## src/rtl/battery_trimmed_mean_low_power_detect_macros.svh

```systemverilog
// Assertion macros shared by the battery detector modules.
`ifndef BATTERY_TRIMMED_MEAN_LOW_POWER_DETECT_MACROS_SVH
`define BATTERY_TRIMMED_MEAN_LOW_POWER_DETECT_MACROS_SVH

// Same-cycle implication, checked on clk and disabled while rst_n is low.
`define BTM_ASSERT_IMP(lbl, ante, cons, msg) \
    lbl: assert property (@(posedge clk) disable iff (!rst_n) (ante) |-> (cons)) \
        else $error(msg);

// Next-cycle implication, checked on clk and disabled while rst_n is low.
`define BTM_ASSERT_NXT(lbl, ante, cons, msg) \
    lbl: assert property (@(posedge clk) disable iff (!rst_n) (ante) |=> (cons)) \
        else $error(msg);

`endif

```

## src/rtl/btm_pkg.sv

```systemverilog
// Shared types, constants and helper functions for the battery detector.
`timescale 1ns / 1ps
`default_nettype none

package btm_pkg;

    localparam int ROUND_SAMPLES_DEF = 10;
    localparam int TRIM_EACH_END_DEF = 2;

    localparam int ADC_W    = 12;
    localparam int SAMPLE_W = 14;
    localparam int MV_W     = 13;
    localparam int THRESH_W = 14;
    localparam int DEB_W    = 8;
    localparam int EVENT_W  = 2;

    localparam int DIVIDER_GAIN    = 3;
    localparam int REPORT_CLAMP_MV = 4200;

    localparam logic [THRESH_W-1:0] THRESH_RST   = THRESH_W'(3300);
    localparam logic [DEB_W-1:0]    DEBOUNCE_RST = DEB_W'(50);
    localparam logic                START_LP_RST = 1'b0;

    localparam logic [EVENT_W-1:0] EV_NONE  = 2'd0;
    localparam logic [EVENT_W-1:0] EV_ENTER = 2'd1;
    localparam logic [EVENT_W-1:0] EV_EXIT  = 2'd2;

    localparam int PADDR_W   = 4;
    localparam int PDATA_W   = 32;
    localparam int REG_IDX_W = 2;

    localparam logic [REG_IDX_W-1:0] REG_LOW_THRESHOLD = 2'd0;
    localparam logic [REG_IDX_W-1:0] REG_DEBOUNCE      = 2'd1;
    localparam logic [REG_IDX_W-1:0] REG_START_LP      = 2'd2;

    typedef struct packed {
        logic [THRESH_W-1:0] low_threshold_mv;
        logic [DEB_W-1:0]    debounce_rounds;
        logic                start_lp_wr;
        logic                start_lp_val;
    } cfg_t;

    typedef struct packed {
        logic store;
        logic sort_step;
        logic sort_odd;
        logic sum_step;
        logic div_step;
        logic eval;
        logic out_load;
    } cmd_t;

    typedef struct packed {
        logic last;
    } status_t;

    // Trim per end, reduced when the configured trim would leave nothing.
    function automatic int trim_eff(input int n, input int t);
        int r;
        if (2 * t >= n) begin
            r = (n - 1) >> 1;
        end else begin
            r = t;
        end
        return r;
    endfunction

    function automatic int kept_of(input int n, input int t);
        return n - 2 * trim_eff(n, t);
    endfunction

    function automatic int sum_w_of(input int n, input int t);
        return SAMPLE_W + $clog2(kept_of(n, t));
    endfunction

endpackage

`default_nettype wire

```

## src/rtl/btm_regs.sv

```systemverilog
// APB-style register file holding threshold, debounce length and start flag.
`timescale 1ns / 1ps
`default_nettype none

module btm_regs
    import btm_pkg::*;
(
    input  wire logic               clk,
    input  wire logic               rst_n,
    input  wire logic               psel,
    input  wire logic               penable,
    input  wire logic               pwrite,
    input  wire logic [PADDR_W-1:0] paddr,
    input  wire logic [PDATA_W-1:0] pwdata,
    output logic      [PDATA_W-1:0] prdata,
    output logic                    pready,
    output cfg_t                    cfg
);

    logic [THRESH_W-1:0]  thresh_reg, thresh_next;
    logic [DEB_W-1:0]     deb_reg, deb_next;
    logic                 slp_reg, slp_next;
    logic                 wr_en;
    logic                 slp_wr;
    logic [REG_IDX_W-1:0] idx;

    assign pready = 1'b1;
    assign wr_en  = psel && penable && pwrite;
    assign idx    = paddr[PADDR_W-1:2];

    always_comb
    begin
        thresh_next = thresh_reg;
        deb_next    = deb_reg;
        slp_next    = slp_reg;
        slp_wr      = 1'b0;
        if (wr_en)
        begin
            unique case (idx)
                REG_LOW_THRESHOLD: thresh_next = pwdata[THRESH_W-1:0];
                REG_DEBOUNCE:      deb_next    = pwdata[DEB_W-1:0];
                REG_START_LP:
                begin
                    slp_next = pwdata[0];
                    slp_wr   = 1'b1;
                end
                default:           slp_wr      = 1'b0;
            endcase
        end
    end

    always_comb
    begin
        unique case (idx)
            REG_LOW_THRESHOLD: prdata = PDATA_W'(thresh_reg);
            REG_DEBOUNCE:      prdata = PDATA_W'(deb_reg);
            REG_START_LP:      prdata = PDATA_W'(slp_reg);
            default:           prdata = '0;
        endcase
    end

    always_ff @(posedge clk or negedge rst_n)
    begin
        if (!rst_n)
        begin
            thresh_reg <= THRESH_RST;
            deb_reg    <= DEBOUNCE_RST;
            slp_reg    <= START_LP_RST;
        end
        else
        begin
            thresh_reg <= thresh_next;
            deb_reg    <= deb_next;
            slp_reg    <= slp_next;
        end
    end

    assign cfg.low_threshold_mv = thresh_reg;
    assign cfg.debounce_rounds  = deb_reg;
    assign cfg.start_lp_wr      = slp_wr;
    assign cfg.start_lp_val     = pwdata[0];

endmodule

`default_nettype wire

```

## src/rtl/btm_dp.sv

```systemverilog
// Datapath: sample store, transposition sorter, accumulator, divider, debounce.
`timescale 1ns / 1ps
`default_nettype none

`include "battery_trimmed_mean_low_power_detect_macros.svh"

module btm_dp
    import btm_pkg::*;
#(
    parameter int ROUND_SAMPLES = ROUND_SAMPLES_DEF,
    parameter int TRIM_EACH_END = TRIM_EACH_END_DEF
)
(
    input  wire logic             clk,
    input  wire logic             rst_n,
    input  wire logic [ADC_W-1:0] adc_mv,
    input  cfg_t                  cfg,
    input  cmd_t                  cmd,
    output status_t               status,
    output logic      [MV_W-1:0]  battery_mv,
    output logic                  round_done,
    output logic                  low_power,
    output logic [EVENT_W-1:0]    event_code
);

    localparam int N           = ROUND_SAMPLES;
    localparam int IDX_W       = $clog2(N);
    localparam int TRIM_EFF    = trim_eff(ROUND_SAMPLES, TRIM_EACH_END);
    localparam int KEPT        = kept_of(ROUND_SAMPLES, TRIM_EACH_END);
    localparam int SUM_W       = sum_w_of(ROUND_SAMPLES, TRIM_EACH_END);
    localparam int RECIP_SHIFT = SUM_W + $clog2(KEPT);
    localparam int RECIP_W     = SUM_W + 1;
    localparam int PROD_W      = SUM_W + RECIP_W;
    localparam logic [RECIP_W-1:0] RECIP_MUL =
        RECIP_W'(((1 << RECIP_SHIFT) + KEPT - 1) / KEPT);

    logic [SAMPLE_W-1:0] store_reg [N];
    logic [SAMPLE_W-1:0] store_next [N];

    logic [IDX_W-1:0]    count_reg, count_next;
    logic [IDX_W-1:0]    ptr_reg, ptr_next;
    logic [SUM_W-1:0]    acc_reg, acc_next;
    logic [SAMPLE_W-1:0] avg_reg, avg_next;
    logic [DEB_W-1:0]    rc_reg, rc_next;
    logic                flag_reg, flag_next;
    logic                done_reg, done_next;
    logic [EVENT_W-1:0]  event_reg, event_next;

    logic [MV_W-1:0]     bat_reg;
    logic                rdone_reg;
    logic                lp_reg;
    logic [EVENT_W-1:0]  ev_out_reg;

    logic [SAMPLE_W-1:0] sample;
    logic                last;
    logic [PROD_W-1:0]   prod;
    logic [SAMPLE_W-1:0] avg_new;
    logic                qualifies;
    logic [DEB_W-1:0]    rc_inc;
    logic [MV_W-1:0]     bat_clamped;

    assign sample        = SAMPLE_W'(adc_mv) * SAMPLE_W'(DIVIDER_GAIN);
    assign last          = (count_reg == IDX_W'(N - 1));
    assign status.last   = last;

    // Division by the kept count is a multiply by its rounded-up reciprocal.
    // The shift is wide enough that the quotient is exact for every sum.
    assign prod = PROD_W'(acc_reg) * PROD_W'(RECIP_MUL);

    assign avg_new   = acc_reg[SAMPLE_W-1:0];
    assign qualifies = flag_reg ? (avg_new > cfg.low_threshold_mv)
                                : (avg_new <= cfg.low_threshold_mv);
    assign rc_inc    = rc_reg + DEB_W'(1);

    assign bat_clamped = (avg_reg > SAMPLE_W'(REPORT_CLAMP_MV))
                       ? MV_W'(REPORT_CLAMP_MV) : avg_reg[MV_W-1:0];

    // Store writes and odd-even transposition steps; pairs are disjoint per step.
    always_comb
    begin
        for (int i = 0; i < N; i++)
        begin
            store_next[i] = store_reg[i];
        end
        if (cmd.store)
        begin
            store_next[count_reg] = sample;
        end
        else if (cmd.sort_step)
        begin
            for (int i = 0; i < N - 1; i++)
            begin
                if (((i % 2) == int'(cmd.sort_odd)) && (store_reg[i+1] < store_reg[i]))
                begin
                    store_next[i]   = store_reg[i+1];
                    store_next[i+1] = store_reg[i];
                end
            end
        end
    end

    always_comb
    begin
        count_next = count_reg;
        ptr_next   = ptr_reg;
        acc_next   = acc_reg;
        avg_next   = avg_reg;
        rc_next    = rc_reg;
        flag_next  = flag_reg;
        done_next  = done_reg;
        event_next = event_reg;

        if (cmd.store)
        begin
            count_next = last ? '0 : count_reg + IDX_W'(1);
            ptr_next   = IDX_W'(TRIM_EFF);
            acc_next   = '0;
            done_next  = last;
            event_next = EV_NONE;
        end

        if (cmd.sum_step)
        begin
            acc_next = acc_reg + SUM_W'(store_reg[ptr_reg]);
            ptr_next = ptr_reg + IDX_W'(1);
        end

        if (cmd.div_step)
        begin
            acc_next = SUM_W'(prod >> RECIP_SHIFT);
        end

        if (cmd.eval)
        begin
            avg_next = avg_new;
            if (qualifies)
            begin
                if (rc_inc >= cfg.debounce_rounds)
                begin
                    rc_next    = '0;
                    flag_next  = !flag_reg;
                    event_next = flag_reg ? EV_EXIT : EV_ENTER;
                end
                else
                begin
                    rc_next = rc_inc;
                end
            end
            else
            begin
                rc_next = '0;
            end
        end

        if (cfg.start_lp_wr)
        begin
            flag_next = cfg.start_lp_val;
            rc_next   = '0;
        end
    end

    always_ff @(posedge clk)
    begin
        for (int i = 0; i < N; i++)
        begin
            store_reg[i] <= store_next[i];
        end
        ptr_reg <= ptr_next;
        acc_reg <= acc_next;
        if (cmd.out_load)
        begin
            bat_reg    <= bat_clamped;
            rdone_reg  <= done_reg;
            lp_reg     <= flag_reg;
            ev_out_reg <= event_reg;
        end
    end

    always_ff @(posedge clk or negedge rst_n)
    begin
        if (!rst_n)
        begin
            count_reg <= '0;
            avg_reg   <= '0;
            rc_reg    <= '0;
            flag_reg  <= START_LP_RST;
            done_reg  <= 1'b0;
            event_reg <= EV_NONE;
        end
        else
        begin
            count_reg <= count_next;
            avg_reg   <= avg_next;
            rc_reg    <= rc_next;
            flag_reg  <= flag_next;
            done_reg  <= done_next;
            event_reg <= event_next;
        end
    end

    assign battery_mv = bat_reg;
    assign round_done = rdone_reg;
    assign low_power  = lp_reg;
    assign event_code = ev_out_reg;

    `BTM_ASSERT_IMP(a_event_needs_round, event_reg != EV_NONE, done_reg, "event without a round")
    `BTM_ASSERT_IMP(a_count_range, 1'b1, count_reg <= IDX_W'(N - 1), "sample count out of range")

endmodule

`default_nettype wire

```

## src/rtl/btm_ctrl.sv

```systemverilog
// Controller: sequences store, sort, sum, divide, evaluate and result hand-off.
`timescale 1ns / 1ps
`default_nettype none

`include "battery_trimmed_mean_low_power_detect_macros.svh"

module btm_ctrl
    import btm_pkg::*;
#(
    parameter int ROUND_SAMPLES = ROUND_SAMPLES_DEF,
    parameter int TRIM_EACH_END = TRIM_EACH_END_DEF
)
(
    input  wire logic clk,
    input  wire logic rst_n,
    input  wire logic in_valid,
    output logic      in_ready,
    output logic      out_valid,
    input  wire logic out_ready,
    input  status_t   status,
    output cmd_t      cmd
);

    localparam int N      = ROUND_SAMPLES;
    localparam int KEPT   = kept_of(ROUND_SAMPLES, TRIM_EACH_END);
    localparam int STEP_W = $clog2(N);

    localparam logic [2:0] S_IDLE   = 3'd0;
    localparam logic [2:0] S_SORT   = 3'd1;
    localparam logic [2:0] S_SUM    = 3'd2;
    localparam logic [2:0] S_DIV    = 3'd3;
    localparam logic [2:0] S_EVAL   = 3'd4;
    localparam logic [2:0] S_FINISH = 3'd5;

    logic [2:0]        state_reg, state_next;
    logic [STEP_W-1:0] step_reg, step_next;
    logic              out_valid_reg, out_valid_next;
    logic              accept;
    logic              finish_stall;

    assign in_ready     = (state_reg == S_IDLE);
    assign accept       = in_valid && in_ready;
    assign finish_stall = (state_reg == S_FINISH) && out_valid_reg && !out_ready;

    always_comb
    begin
        state_next = state_reg;
        step_next  = step_reg;
        cmd        = '0;

        unique case (state_reg)
            S_IDLE:
            begin
                step_next = '0;
                if (accept)
                begin
                    cmd.store  = 1'b1;
                    state_next = status.last ? S_SORT : S_FINISH;
                end
            end
            S_SORT:
            begin
                cmd.sort_step = 1'b1;
                cmd.sort_odd  = step_reg[0];
                if (step_reg == STEP_W'(N - 1))
                begin
                    step_next  = '0;
                    state_next = S_SUM;
                end
                else
                begin
                    step_next = step_reg + STEP_W'(1);
                end
            end
            S_SUM:
            begin
                cmd.sum_step = 1'b1;
                if (step_reg == STEP_W'(KEPT - 1))
                begin
                    step_next  = '0;
                    state_next = S_DIV;
                end
                else
                begin
                    step_next = step_reg + STEP_W'(1);
                end
            end
            S_DIV:
            begin
                // The reciprocal multiply is combinational; its quotient is registered into the accumulator.
                cmd.div_step = 1'b1;
                state_next   = S_EVAL;
            end
            S_EVAL:
            begin
                cmd.eval   = 1'b1;
                state_next = S_FINISH;
            end
            S_FINISH:
            begin
                // The finished word waits here until the output register frees up.
                if (!out_valid_reg || out_ready)
                begin
                    cmd.out_load = 1'b1;
                    state_next   = S_IDLE;
                end
            end
            default:
            begin
                state_next = S_IDLE;
            end
        endcase
    end

    always_comb
    begin
        if (cmd.out_load)
        begin
            out_valid_next = 1'b1;
        end
        else if (out_ready)
        begin
            out_valid_next = 1'b0;
        end
        else
        begin
            out_valid_next = out_valid_reg;
        end
    end

    always_ff @(posedge clk or negedge rst_n)
    begin
        if (!rst_n)
        begin
            state_reg     <= S_IDLE;
            step_reg      <= '0;
            out_valid_reg <= 1'b0;
        end
        else
        begin
            state_reg     <= state_next;
            step_reg      <= step_next;
            out_valid_reg <= out_valid_next;
        end
    end

    assign out_valid = out_valid_reg;

    `BTM_ASSERT_NXT(a_last_sorts, accept && status.last, state_reg == S_SORT, "sort not started")
    `BTM_ASSERT_NXT(a_div_to_eval, state_reg == S_DIV, state_reg == S_EVAL, "eval skipped")
    `BTM_ASSERT_NXT(a_hold_finish, finish_stall, state_reg == S_FINISH, "finish left while full")

endmodule

`default_nettype wire

```

## src/rtl/battery_trimmed_mean_low_power_detect.sv

```systemverilog
// Top level of the battery trimmed-mean low-power detector.
//
// Input channel (in_valid/in_ready, adc_mv) takes one battery ADC word per
// detect tick; each word yields exactly one output word on the output channel
// (out_valid/out_ready: battery_mv, round_done, low_power, event_code).
// A word that does not close a round goes from idle to the finish state and is
// loaded into the output register from there; no new word is taken meanwhile.
// The word that closes a round passes through ROUND_SAMPLES steps of the
// odd-even sorter, kept steps of the single accumulator (10 and 6 at the
// defaults), one reciprocal multiply, one evaluate and one load; the next word
// can be accepted once the controller is back in idle.
// in_ready is high only while the controller is idle; a finished word sits in
// the output register so the next input word can be taken while it waits.
// If the receiver stalls, the following word is computed and then held until
// the output register is taken. Reset clears the sample count, debounce count
// and average, loads the low-power flag from the start_low_power reset value
// and empties the output. Registers are to be written over the APB-style port
// only while the block is idle; the block itself does not enforce this.
`timescale 1ns / 1ps
`default_nettype none

module battery_trimmed_mean_low_power_detect
    import btm_pkg::*;
#(
    parameter int ROUND_SAMPLES = ROUND_SAMPLES_DEF,
    parameter int TRIM_EACH_END = TRIM_EACH_END_DEF
)
(
    input  wire logic               clk,
    input  wire logic               rst_n,
    input  wire logic               psel,
    input  wire logic               penable,
    input  wire logic               pwrite,
    input  wire logic [PADDR_W-1:0] paddr,
    input  wire logic [PDATA_W-1:0] pwdata,
    output logic      [PDATA_W-1:0] prdata,
    output logic                    pready,
    input  wire logic               in_valid,
    output logic                    in_ready,
    input  wire logic [ADC_W-1:0]   adc_mv,
    output logic                    out_valid,
    input  wire logic               out_ready,
    output logic      [MV_W-1:0]    battery_mv,
    output logic                    round_done,
    output logic                    low_power,
    output logic      [EVENT_W-1:0] event_code
);

    cfg_t    cfg;
    cmd_t    cmd;
    status_t status;

    btm_regs u_regs (
        .clk     (clk),
        .rst_n   (rst_n),
        .psel    (psel),
        .penable (penable),
        .pwrite  (pwrite),
        .paddr   (paddr),
        .pwdata  (pwdata),
        .prdata  (prdata),
        .pready  (pready),
        .cfg     (cfg)
    );

    btm_ctrl #(
        .ROUND_SAMPLES (ROUND_SAMPLES),
        .TRIM_EACH_END (TRIM_EACH_END)
    ) u_ctrl (
        .clk       (clk),
        .rst_n     (rst_n),
        .in_valid  (in_valid),
        .in_ready  (in_ready),
        .out_valid (out_valid),
        .out_ready (out_ready),
        .status    (status),
        .cmd       (cmd)
    );

    btm_dp #(
        .ROUND_SAMPLES (ROUND_SAMPLES),
        .TRIM_EACH_END (TRIM_EACH_END)
    ) u_dp (
        .clk        (clk),
        .rst_n      (rst_n),
        .adc_mv     (adc_mv),
        .cfg        (cfg),
        .cmd        (cmd),
        .status     (status),
        .battery_mv (battery_mv),
        .round_done (round_done),
        .low_power  (low_power),
        .event_code (event_code)
    );

endmodule

`default_nettype wire

```

## config.mk

```make
export PLATFORM = sky130hd
export DESIGN_NAME = battery_trimmed_mean_low_power_detect
export DESIGN_NICKNAME = d
export VERILOG_FILES = /design/src/rtl/btm_pkg.sv /design/src/rtl/btm_regs.sv /design/src/rtl/btm_dp.sv /design/src/rtl/btm_ctrl.sv /design/src/rtl/battery_trimmed_mean_low_power_detect.sv
export VERILOG_INCLUDE_DIRS = /design/src /design/src/rtl
export SDC_FILE = /design/constraint.sdc
export NUM_CORES = 1
export LEC_CHECK = 0
export BUFFER_PORTS_ARGS = -buffer_cell sky130_fd_sc_hd__buf_4
export CORE_MARGIN = 3
export CORE_UTILIZATION = 40
export DETAILED_ROUTE_END_ITERATION = 10
export HOLD_SLACK_MARGIN = 0.03
export PLACE_DENSITY_LB_ADDON = 0.2
export SYNTH_ARGS = -nofsm -noshare
export SYNTH_HDL_FRONTEND = slang
export SYNTH_SLANG_ARGS = --single-unit
```

## constraint.sdc

```tcl
create_clock -name clk -period 6.2 [get_ports clk]
set_input_delay 0.93 -clock clk [delete_from_list [all_inputs] [get_ports clk]]
set_output_delay 0.93 -clock clk [all_outputs]
set_load 0.005 [all_outputs]
```

Yosys cells after proc, flatten, opt, wreduce, memory -nomap -nowiden
Memories as Yosys holds them, arrays and structs flattened. A register that Yosys moved wholly into a read port is not among the register bits.
Cells that the tools add are included.
{"block": "totals", "in_bits": 55, "elab_cells": 147, "reg_bits": 99, "memories": 1, "ram_bits": 140}
{"memory": "u_dp.store_reg", "words": 10, "word_bits": 14, "read_ports": 11, "rd_ports_with_merged_regs": 1, "wr": 10, "line_no": "btm_dp.sv:37", "rtl": "logic [SAMPLE_W-1:0] store_reg [N];"}
{"block": "classes", "reduce_logical": 30, "add_sub_neg": 5, "magnitude_cmp": 15, "bitwise": 2, "mux": 59, "n_eq_ne": 14, "n_mul": 2}
{"op": "2-to-1 mux 28 bit", "count": 11}
{"op": "2-to-1 mux 140 bit", "count": 2}
{"op": "bitwise mux 140 bit", "count": 1}
{"op": "less-than comparator 14 bit", "count": 9}
{"op": "demux 14 bit (select 4 bit)", "count": 1}
{"op": "case mux 14 bit (3 select lines)", "count": 1}
{"op": "multiplier 17 x 18 -> 35 bit (second input constant)", "count": 1}
{"op": "2-to-1 mux 17 bit", "count": 2}
{"op": "2-to-1 mux 8 bit", "count": 4}
{"op": "2-to-1 mux 4 bit", "count": 6}
{"op": "case mux 3 bit (6 select lines)", "count": 1}
{"op": "adder 17 x 14 -> 17 bit", "count": 1}
{"op": "2-to-1 mux 1 bit", "count": 16}
{"op": "2-to-1 mux 15 bit", "count": 1}
{"op": "2-to-1 mux 3 bit", "count": 5}
{"op": "> comparator 14 x 13 -> 1 bit (second input constant)", "count": 1}
{"op": "> comparator 14 bit", "count": 1}
{"op": "<= comparator 14 bit", "count": 1}
{"op": "multiplier 12 x 2 -> 14 bit (second input constant)", "count": 1}
{"op": "2-to-1 mux 14 bit", "count": 1}
{"op": "logical AND 1 bit", "count": 13}
{"op": "adder 4 x 1 -> 4 bit (second input constant)", "count": 3}
{"op": "2-to-1 mux 2 bit", "count": 6}
{"op": "case mux 4 bit (3 select lines)", "count": 1}
{"op": "other kinds (24)", "count": 37}

Longest topological paths before layout
Gate-level depths: netlist of run 1.
{"block": "depth", "depth_word": 17, "depth_mapped": 22, "ltp_nobuf": 22}

Modules after synthesis
A second synthesis of run 1 with hierarchy kept.
{"block": "unflattened", "hier_cells": 2055, "hier_area_um2": 21505.6}
{"module": "btm_dp", "cells_each": 1901, "n_inst": 1, "area_each_um2": 19740.2}
{"module": "btm_regs", "cells_each": 100, "n_inst": 1, "area_each_um2": 1239.9}
{"module": "btm_ctrl", "cells_each": 54, "n_inst": 1, "area_each_um2": 525.5}

Least setup slack after synthesis of run 1
No wires, ideal clock.
{"block": "synth_path", "path_type": "reg2reg", "startpoint": "register u_dp.acc_reg[13]", "endpoint": "register u_dp.acc_reg[13] (data pin)", "required_ns": 5.926, "n_path_buf": 0, "setup_time_ns": 0.274, "t_arrival_ns": 5.692, "synth_period_minus_slack_ns": 5.966, "stages_incl_launch_ff": 21, "slack_ns": 0.234, "cell_sequence": "edfxtp_1 ha_1 inv_1 fa_1 inv_1 fa_1 fa_1 fa_1 inv_1 fa_1 inv_1 ha_1 a21oi_1 o21a_1 o2111ai_1 o311ai_2 a21boi_2 a311o_2 a21oi_1 xor2_1 o22ai_1"}
{"block": "synth_between", "elab_chain_cells": 3, "elab_cells_between_ends": 4, "classes_between": "add/sub: 1; mul: 1; mux: 2"}
{"element": "start: declaration", "line_no": "btm_dp.sv:42", "rtl": "logic [SUM_W-1:0] acc_reg, acc_next;"}
{"element": "start signal: assignment", "line_no": "btm_dp.sv:169", "rtl": "acc_reg <= acc_next;"}
{"element": "branches (longest 2 deep; another with multiplier 17 x 18 -> 35 bit)"}
{"element": "2-to-1 mux 15 bit *", "line_no": "btm_dp.sv:128", "rtl": "if (cmd.div_step)"}
{"element": "named net u_dp.acc_next[13]", "line_no": "btm_dp.sv:42"}
Mark *: on every way through the listed nets, which the timed path passes.
A chain may end at the register's enable or synchronous reset.

Final worst setup path of run 1
{"block": "layout_path", "startpoint": "register u_dp.acc_reg[4]", "endpoint": "register u_dp.acc_reg[14] (data pin)"}
The elaborated chain is that of the path after synthesis.

==> summary.txt, run 1 <==
Final layout
  • Max reg flops: 140
  • Layout area overhead: 13.0%
  • Total Nets Final: 2600
  • Final cell count without fillers: around 2900
  • Share of cells above drive strength 1: ~14%
  • Antenna diode count: 0

Clocking
  • H-tree Lvls: 1
  • CTS tree: done
  • Clock buffer count from CTS: 28
  • Register clock-pin slew on the reported worst setup and hold paths: 0.07 ns
  • Clock root buffer: clkbuf_16
  • Max Root-Sink Buffers: 3
  • Clk_lat worst skew: 0.57 ns
  • CTS sink cnt: 243

Global routing
  • Grt ovf: 0
  • First-pass GRT wire length: 88500 um
  • GRT Total Usage: between 15 and 20%
  • Largest net degree at the start of global routing: between 60 and 70
  • Initial antenna violation count: 2
  • Vias in the first global route: 15900

Worst setup path
  • Critical Path Fanout Max: 3
  • CP bufs+invs: 5
  • Critical path arrival: about 6.3 ns
  • CP Cell Sequence: ha_4, inv_2, fa_2, fa_2, buf_6, fa_2, inv_2, fa_1, inv_1, fa_1, inv_1, ha_2, a21oi_2, o21a_2, o2111ai_4, o311ai_4, a21boi_4, a311o_2, o31ai_4, xnor2_1, o22ai_1
  • Crit-path max cell delay: 0.58 ns
  • CP startpoint kind: register
  • CP endpoint kind: register
  • WS Path Type: register to register
  • Slowest-stage cell, CP: fa_2
  • Kind of cell adding the most delay to the critical path: adder cells
  • CP required: ~6.5 ns
  • Most frequent CP cell: fa_2

STA
  • Total Neg Setup Slack: 0 ns
  • Setup violators final: 0
  • Skew final: 0.0216 ns
  • Fin. max-slew vios: 0
  • Final setup margin: 0.196 ns
  • Rel. slew slack: 19.1%
  • Final period utilization: 96.8%
  • Worst-margin pin slew: 1.21 ns
  • Final hold vios: 0
  • Final Critical Period: 6.00 ns
  • Peak Freq: 167 MHz

Routing
  • Post-route DRC: 0
  • 1st-iter DRT viols: 1186
  • Antenna-violating nets left: 0
  • Drt first pass iters: 5
  • DR vias/cell: 5.52
  • Post-Route WL: 55000 um
  • Wire per inst: 19.1 um
  • Routed via count: 15900

Yosys
  • Synthesized area per cell: 10.2 um^2
  • Post-synth EDFFs: roughly 180
  • Ys async rst share: 25.1%
  • Cells after Synth: 2065
  • FF+latch count, synth: 243
  • Top FF cell, synth: edfxtp_1
  • Cell variety after synth: 77
  • Post-synthesis sequential area ratio: roughly a third
  • Mapped Area: 21000 um^2
  • YS warnings: 0

Worst hold path
  • Worst hold path class: primary input to async pin

Place
  • DP Cell Count: 2814
  • Buffers on Ports: 67
  • Routability Congestion: 0.819
  • Post-place setup slack: -0.0655 ns
  • Hpwl dp: 42500 um

Run status
  • Outcome: complete, no violations

Die
  • Die footprint: 55200 um^2
  • DIE WIDTH: 235 um
  • Row count: 83
  • IO Count: roughly 110
  • Starting density of the core: 40.7%
  • DIE HEIGHT: 235 um
  • CORE AREA: 51600 um^2

Flow run
  • Max Cap Viol: 0
-- placed cells by master, fill, tap and decap left out, types with 27 or more instances in the layout --
master / count
inv_1: 316
ha_1: 277
edfxtp_1: 176
buf_4: 149
nor2_1: 142
nand2_1: 103
a21oi_1: 88
a221o_1: 88
fa_1: 80
o21ai_0: 77
a21o_1: 59
dfrtp_1: 52
nor2b_1: 34
mux4_2: 28
clkbuf_16: 28
nand2b_1: 27
xnor2_1: 27
-- area by class of cell --
cell class / instances / area, um^2
clock inverters: 19 / 135
fillers: 4796 / 27900
inverters: 323 / 1210
repair buffers: 151 / 1140
clock buffers: 33 / 719
well taps: 680 / 851
multi-input cells: 1425 / 12700
flip-flops and latches: 243 / 6940
-- kinds of logic after synthesis --
logic type | Yosys count | synth area share (%)
adder cells (fa/ha/maj) | 373 | 25.3
flip-flops | 243 | 33.1
AO/OA/AOI/OAI | 485 | 16.9
other | 2 | 0.0358
buffers and inverters | 414 | 7.82
multiplexers | 69 | 5.06
AND/OR/NAND/NOR | 433 | 9.87
XOR/XNOR | 46 | 1.92
-- worst paths after layout --
kind,startpoint,endpoint,slack [ns],cells after the start
max,u_dp.acc_reg[4]$_DFFE_PP_,u_dp.acc_reg[14]$_DFFE_PP_,0.20,21
min,rst_n,u_dp.avg_reg[11]$_DFFE_PN0P_,0.42,1
max reg2reg,u_dp.acc_reg[4]$_DFFE_PP_,u_dp.acc_reg[14]$_DFFE_PP_,0.20,21
min reg2reg,u_dp.done_reg$_DFFE_PN0P_,u_dp.round_done$_DFFE_PP_,0.46,0
max in group asynchronous,rst_n,u_dp.rc_reg[0]$_DFFE_PN0P_,5.22,1
min in group clk,u_dp.done_reg$_DFFE_PN0P_,u_dp.round_done$_DFFE_PP_,0.46,0
-- routing by layer --
metal	vias to the layer above	share of wire (%)	wire [um]	GRT usage, %
met5	-	0	0	0
met2	384	46	25600	32.3
li1	7625	-	-	-
met4	0	1.9	1060	3.88
met1	7785	47	25900	28.0
met3	65	4.6	2520	2.10
-- per-stage QoR --
step | hold slack, ns | area [um^2] | utilization [%]
final | 0.424 | 23700 | 46.0
after global routing | 0.473 | 23700 | 46.0
after CTS | 0.458 | 23500 | 45.5
after detailed placement | 0.444 | 22600 | 43.7
after global placement | 0.439 | 22600 | 43.7
after floorplan | 0.425 | 21000 | -
-- synth_stat cells (all sizes together), types with 13 or more instances --
master / n / area [um^2]
a211oi: 20 / 150
a21o: 59 / 443
a21oi: 95 / 475
a221o: 88 / 881
and2: 13 / 81.3
buf: 32 / 206
clkbuf: 59 / 221
dfrtp: 52 / 1300
edfxtp: 176 / 5290
fa: 85 / 1700
ha: 288 / 3600
inv: 323 / 1210
mux2: 16 / 180
mux2i: 25 / 250
mux4: 28 / 631
nand2: 103 / 387
nand2b: 27 / 169
nand3: 25 / 125
nand4: 17 / 106
nor2: 144 / 541
nor2b: 34 / 213
nor3: 25 / 130
o21ai: 83 / 415
o22ai: 24 / 150
xnor2: 27 / 236
xor2: 19 / 166
-- timing repair --
action                                  4_1_cts  5_1_grt
hold endpoints to repair                      0        0
buffers inserted                              5        4
hold buffers                                  0        0
pin swaps                                     4       34
resized for setup                             7       37
endpoints found under the setup margin        2       10
Power of run 1 is not shown: default switching activity piles up to over one toggle a cycle in this logic, so the estimate is an artifact.
==> run 2, diff against run 1 <==
==> constraint.sdc (replaced) <==
create_clock -name clk -period 6.3 [get_ports clk]
set_input_delay 0.945 -clock clk [delete_from_list [all_inputs] [get_ports clk]]
set_output_delay 0.945 -clock clk [all_outputs]
set_load 0.005 [all_outputs]
==> run 2 against run 1 <==
Clock-buffer cell count grew 8. Non-clock buffer count is 15 lower. Wire length is 1.6% lower.
==> summary.txt, run 2 (synthesis results as in run 1) <==
STA
  • Skew final: 0.0208 ns
  • Worst Hold Slack: between 0.4 and 0.5 ns
  • Total Neg Setup Slack: 0 ns
  • Fin. max-slew vios: 0
  • RSZ-0062 raised after global routing: yes
  • Peak Freq: 163 MHz
  • Final Critical Period: roughly 6.1 ns
  • Final period utilization: 97.6%
  • Setup violators final: 0
  • Rel. slew slack: between 10% and 20%
  • Final hold vios: 0
  • Worst-margin pin slew: 1.25 ns

Clocking
  • Register clock-pin slew on the reported worst setup and hold paths: roughly 0.06 ns
  • CTS sink cnt: 243
  • H-tree Lvls: 1
  • Clk_lat worst skew: 0.57 ns
  • Clock root buffer: clkbuf_16
  • Hold_buf cts: 0
  • CTS tree: done
  • Max Root-Sink Buffers: 3
  • Clock buffer count from CTS: 28

Die
  • Row count: between 80 and 90
  • Die footprint: 55200 um^2
  • Starting density of the core: 40.7%
  • IO Count: 107
  • DIE WIDTH: about 240 um
  • CORE AREA: 51600 um^2
  • DIE HEIGHT: 235 um

Run status
  • Outcome: complete, no violations

Place
  • Routability Congestion: 0.822
  • Hpwl dp: 42100 um
  • Buffers on Ports: 67
  • Dpl cell area: 22500 um^2

Final layout
  • Total Nets Final: about 2600
  • Fin area: 23500 um^2
  • Core Util, Final: between 40% and 50%
  • Share of cells above drive strength 1: 12.4%
  • Commonest non-fill, non-tap cell in the layout: inv_1
  • Fill count: around 5000
  • Antenna diode count: 0
  • Most frequent cells in the layout: inv_1, ha_1, edfxtp_1
  • Max reg flops: 140
  • Layout area overhead: 11.9%

Worst setup path
  • CP endpoint kind: register
  • WS Path Type: register to register
  • Critical Path Fanout Max: 3
  • CP startpoint kind: register
  • Critical path arrival: 6.42 ns
  • CP required: 6.58 ns

Routing
  • Antenna-violating nets left: 0
  • DR vias/cell: 5.50
  • Wire per inst: 18.9 um
  • Drt first pass iters: 5
  • 1st-iter DRT viols: 969
  • Post-Route WL: 54100 um
  • Post-route DRC: 0
  • Routed via count: 15700

Global routing
  • GRT Total Usage: 19.1%
  • Grt ovf: 0
  • Largest net degree at the start of global routing: 62
  • Initial antenna violation count: 1
  • First-pass GRT wire length: roughly 87000 um
  • Vias in the first global route: 15600

Flow run
  • Max Cap Viol: 0

Worst hold path
  • Worst hold path class: primary input to async pin
## run 2: worst paths after layout
check,start,end,slack [ns],depth (start not counted)
max,u_dp.acc_reg[4]$_DFFE_PP_,u_dp.acc_reg[14]$_DFFE_PP_,0.15,22
min,rst_n,u_dp.avg_reg[11]$_DFFE_PN0P_,0.45,1
max reg2reg,u_dp.acc_reg[4]$_DFFE_PP_,u_dp.acc_reg[14]$_DFFE_PP_,0.15,22
min reg2reg,u_dp.done_reg$_DFFE_PN0P_,u_dp.round_done$_DFFE_PP_,0.45,0
max in group asynchronous,rst_n,u_dp.rc_reg[5]$_DFFE_PN0P_,5.31,1
min in group clk,u_dp.done_reg$_DFFE_PN0P_,u_dp.round_done$_DFFE_PP_,0.45,0
## run 2: per-stage QoR
stage                     setup WS, ns  std cells
final                            0.153       2856
after global routing           -0.0311       2856
after CTS                      0.00312       2848
after detailed placement        0.0231       2799
after global placement          0.0844       2799
after floorplan                  0.334       2082
## run 2: per-layer routing
layer  share of wire [%]  track usage, %
met1                  48            27.6
met2                  47            32.0
met3                 3.7            1.74
met4                 1.4            2.89
met5                   0               0
## run 2: worst max-delay path, cell delays in order, from the launching register on
cell and delay (ns):
edfxtp_1 0.40, ha_1 0.33, inv_2 0.06, fa_2 0.58, fa_1 0.45, buf_4 0.17
fa_1 0.54, inv_1 0.06, fa_1 0.54, inv_1 0.06, fa_1 0.52, inv_1 0.04
ha_1 0.20, a21oi_1 0.13, o21a_1 0.24, o2111ai_4 0.15, o311ai_2 0.27, buf_4 0.18
a21boi_4 0.07, a311o_2 0.45, o31ai_4 0.19, xnor2_1 0.14, o22ai_1 0.09
## run 2: final cells by class
type                       count  area, um^2  share of cell area [%]
clock buffer                  41         805                    3.43
clock inverter                 8        47.5                   0.202
inverter                     323        1220                    5.18
multi-input combinational   1425       12600                    53.6
sequential                   243        6940                    29.6
tap                          680         851                    3.62
timing repair buffer         136        1020                    4.36
## run 2: timing repair
action / 4_1_cts / 5_1_grt
resized for setup: 0 / 19
setup endpoints to repair: 0 / 7
buffers inserted: 0 / 8
Power of run 2 is left out for the same reason.
==> run 3, diff against run 2 <==
--- a/config.mk
+++ b/config.mk
@@ -11,7 +11,7 @@
 export CORE_UTILIZATION = 40
 export DETAILED_ROUTE_END_ITERATION = 10
 export HOLD_SLACK_MARGIN = 0.03
-export PLACE_DENSITY_LB_ADDON = 0.2
+export PLACE_DENSITY_LB_ADDON = 0.1
 export SYNTH_ARGS = -nofsm -noshare
 export SYNTH_HDL_FRONTEND = slang
 export SYNTH_SLANG_ARGS = --single-unit
==> run 3 against run 2 <==
Sequential share of layout area shrank 0.14 points. Cell area up 0.47%. Non-clock buffer count up 2. Die area stayed put. Clock-buffer cell count is the same. Final cell count increased by 0.32%. Hold slack improved by 0.0051 ns. Flip-flop and latch count is the same. Fmax grew 0.35%. Register-to-register slack improved by 0.02 ns. Critical path depth shrank 1. First-iteration DRC count rose by 8.2%. Critical path type unchanged.
==> summary.txt, run 3 (synthesis results as in run 1) <==
Routing
  • Post-route DRC: 0
  • Wire per inst: 20.1 um
  • Drt first pass iters: 7
  • DR vias/cell: about 5.5
  • Antenna-violating nets left: 0
  • Post-Route WL: between 50000 and 60000 um
  • 1st-iter DRT viols: roughly 1000
  • Routed via count: around 16000

STA
  • Skew final: 0.0113 ns
  • Rel. slew slack: 15.7%
  • Peak Freq: between 150 and 200 MHz
  • Total Neg Setup Slack: 0 ns
  • Fin. max-slew vios: 0
  • Worst-margin pin slew: between 1 and 1.5 ns
  • Worst Hold Slack: 0.458 ns
  • Final hold vios: 0
  • Setup violators final: 0
  • Final period utilization: 97.2%
  • Final Critical Period: 6.13 ns

Die
  • Starting density of the core: 40.7%
  • Die footprint: about 55000 um^2
  • Row count: 83
  • DIE HEIGHT: 235 um
  • IO Count: 107
  • DIE WIDTH: 235 um
  • CORE AREA: 51600 um^2

Final layout
  • Share of cells above drive strength 1: 12.9%
  • Total Nets Final: 2590
  • Final cell count without fillers: between 2000 and 3000
  • Fill count: 4831
  • Max reg flops: 140
  • Storage element area: 6940 um^2
  • Antenna diode count: 0
  • Multi-input gate area: 12600 um^2
  • Most frequent cells in the layout: inv_1, ha_1, edfxtp_1
  • Layout area overhead: 12.4%
  • Commonest non-fill, non-tap cell in the layout: inv_1

Place
  • Buffers on Ports: 67
  • Routability Congestion: between 0.8 and 0.9
  • Hpwl dp: around 44000 um
  • DP Cell Count: 2799

Worst setup path
  • Flop2flop setup slack: 0.17 ns
  • CP endpoint kind: register
  • CP startpoint kind: register
  • Critical path destination: u_dp.acc_reg[14]$_DFFE_PP_
  • CP required: between 6 and 7 ns
  • Critical path arrival: 6.41 ns
  • CP startpoint: u_dp.acc_reg[14]$_DFFE_PP_
  • FF-to-FF path depth: 21
  • WS Path Type: register to register
  • Critical Path Fanout Max: 4
  • FF-to-FF End: u_dp.acc_reg[14]$_DFFE_PP_
  • R2R Path Start: u_dp.acc_reg[14]$_DFFE_PP_

Global routing
  • GRT Total Usage: 20.4%
  • Largest net degree at the start of global routing: 62
  • Vias in the first global route: around 16000
  • Grt ovf: 0
  • Initial antenna violation count: 1
  • First-pass GRT wire length: 91300 um

Worst hold path
  • Worst hold path class: register to register

Clocking
  • Clk_lat worst skew: 0.57 ns
  • Max Root-Sink Buffers: 3
  • CTS sink cnt: 243
  • Register clock-pin slew on the reported worst setup and hold paths: 0.06 ns
  • Clock buffer count from CTS: 31
  • Clock root buffer: clkbuf_16
  • CTS tree: done
  • H-tree Lvls: 1

Flow run
  • Max Cap Viol: 0

Run status
  • Outcome: complete, no violations
run 3: cell types whose count changed in the layout (fill, tap and decap cells not counted), sizes merged:
cell,change
clkinv,+6
buf,+2
clkinvlp,+1
run 3: layer usage:
metal	vias up	GRT usage (%)	routed length [um]	part of all wire, %
li1	7621	-	-	-
met1	7706	27.4	25800	45
met2	309	35.7	28200	49
met3	77	1.89	2000	3.5
met4	0	4.93	1410	2.5
met5	-	0	0	0
run 3: worst min-delay path by stage:
stage / start / endpoint / slack (ns) / cells past startpoint
floorplan: u_dp.event_reg[0]$_DFF_PN0_ / u_dp.event_code[0]$_DFFE_PP_ / 0.42 / 0
global placement: u_dp.done_reg$_DFFE_PN0P_ / u_dp.round_done$_DFFE_PP_ / 0.44 / 0
detailed placement: u_dp.event_reg[0]$_DFF_PN0_ / u_dp.event_code[0]$_DFFE_PP_ / 0.45 / 0
CTS: u_dp.event_reg[0]$_DFF_PN0_ / u_dp.event_code[0]$_DFFE_PP_ / 0.46 / 0
global route: u_dp.done_reg$_DFFE_PN0P_ / u_dp.round_done$_DFFE_PP_ / 0.48 / 0
finish: u_dp.done_reg$_DFFE_PN0P_ / u_dp.round_done$_DFFE_PP_ / 0.46 / 0
run 3: worst max-delay path, stage by stage (launching register included):
cell	delay [ns]
edfxtp_1	0.47
buf_4	0.18
ha_1	0.22
fa_1	0.50
inv_1	0.05
fa_1	0.47
fa_1	0.52
inv_1	0.06
fa_1	0.53
inv_1	0.05
fa_1	0.52
inv_1	0.05
ha_1	0.32
buf_4	0.16
a21oi_2	0.20
o2111ai_4	0.15
o311ai_4	0.35
a21boi_2	0.15
a311o_2	0.47
o31ai_4	0.19
xnor2_1	0.14
o22ai_1	0.09
run 3: metrics by stage:
stage	setup slack [ns]	instance area [um^2]	util [%]
detailed placement	-0.0195	22500	43.5
floorplan	0.334	21000	-
finish	0.175	23600	45.7
CTS	0.0227	23400	45.3
global placement	0.0238	22500	43.5
global route	-0.0393	23600	45.7
run 3: area by class of cell:
class / count / share of cell area, %
multi-input combinational: 1425 / 53.6
tap: 680 / 3.61
timing repair buffer: 138 / 4.41
inverter: 323 / 5.16
clock inverter: 15 / 0.297
clock buffer: 41 / 3.49
sequential: 243 / 29.4
run 3: timing repair:
action                                  4_1_cts  5_1_grt
pin swaps                                     1       18
resized for setup                             1       29
hold buffers                                  0        0
endpoints found under the setup margin        4        8
setup buffers                                 0       10
Power of run 3 is left out for the same reason.
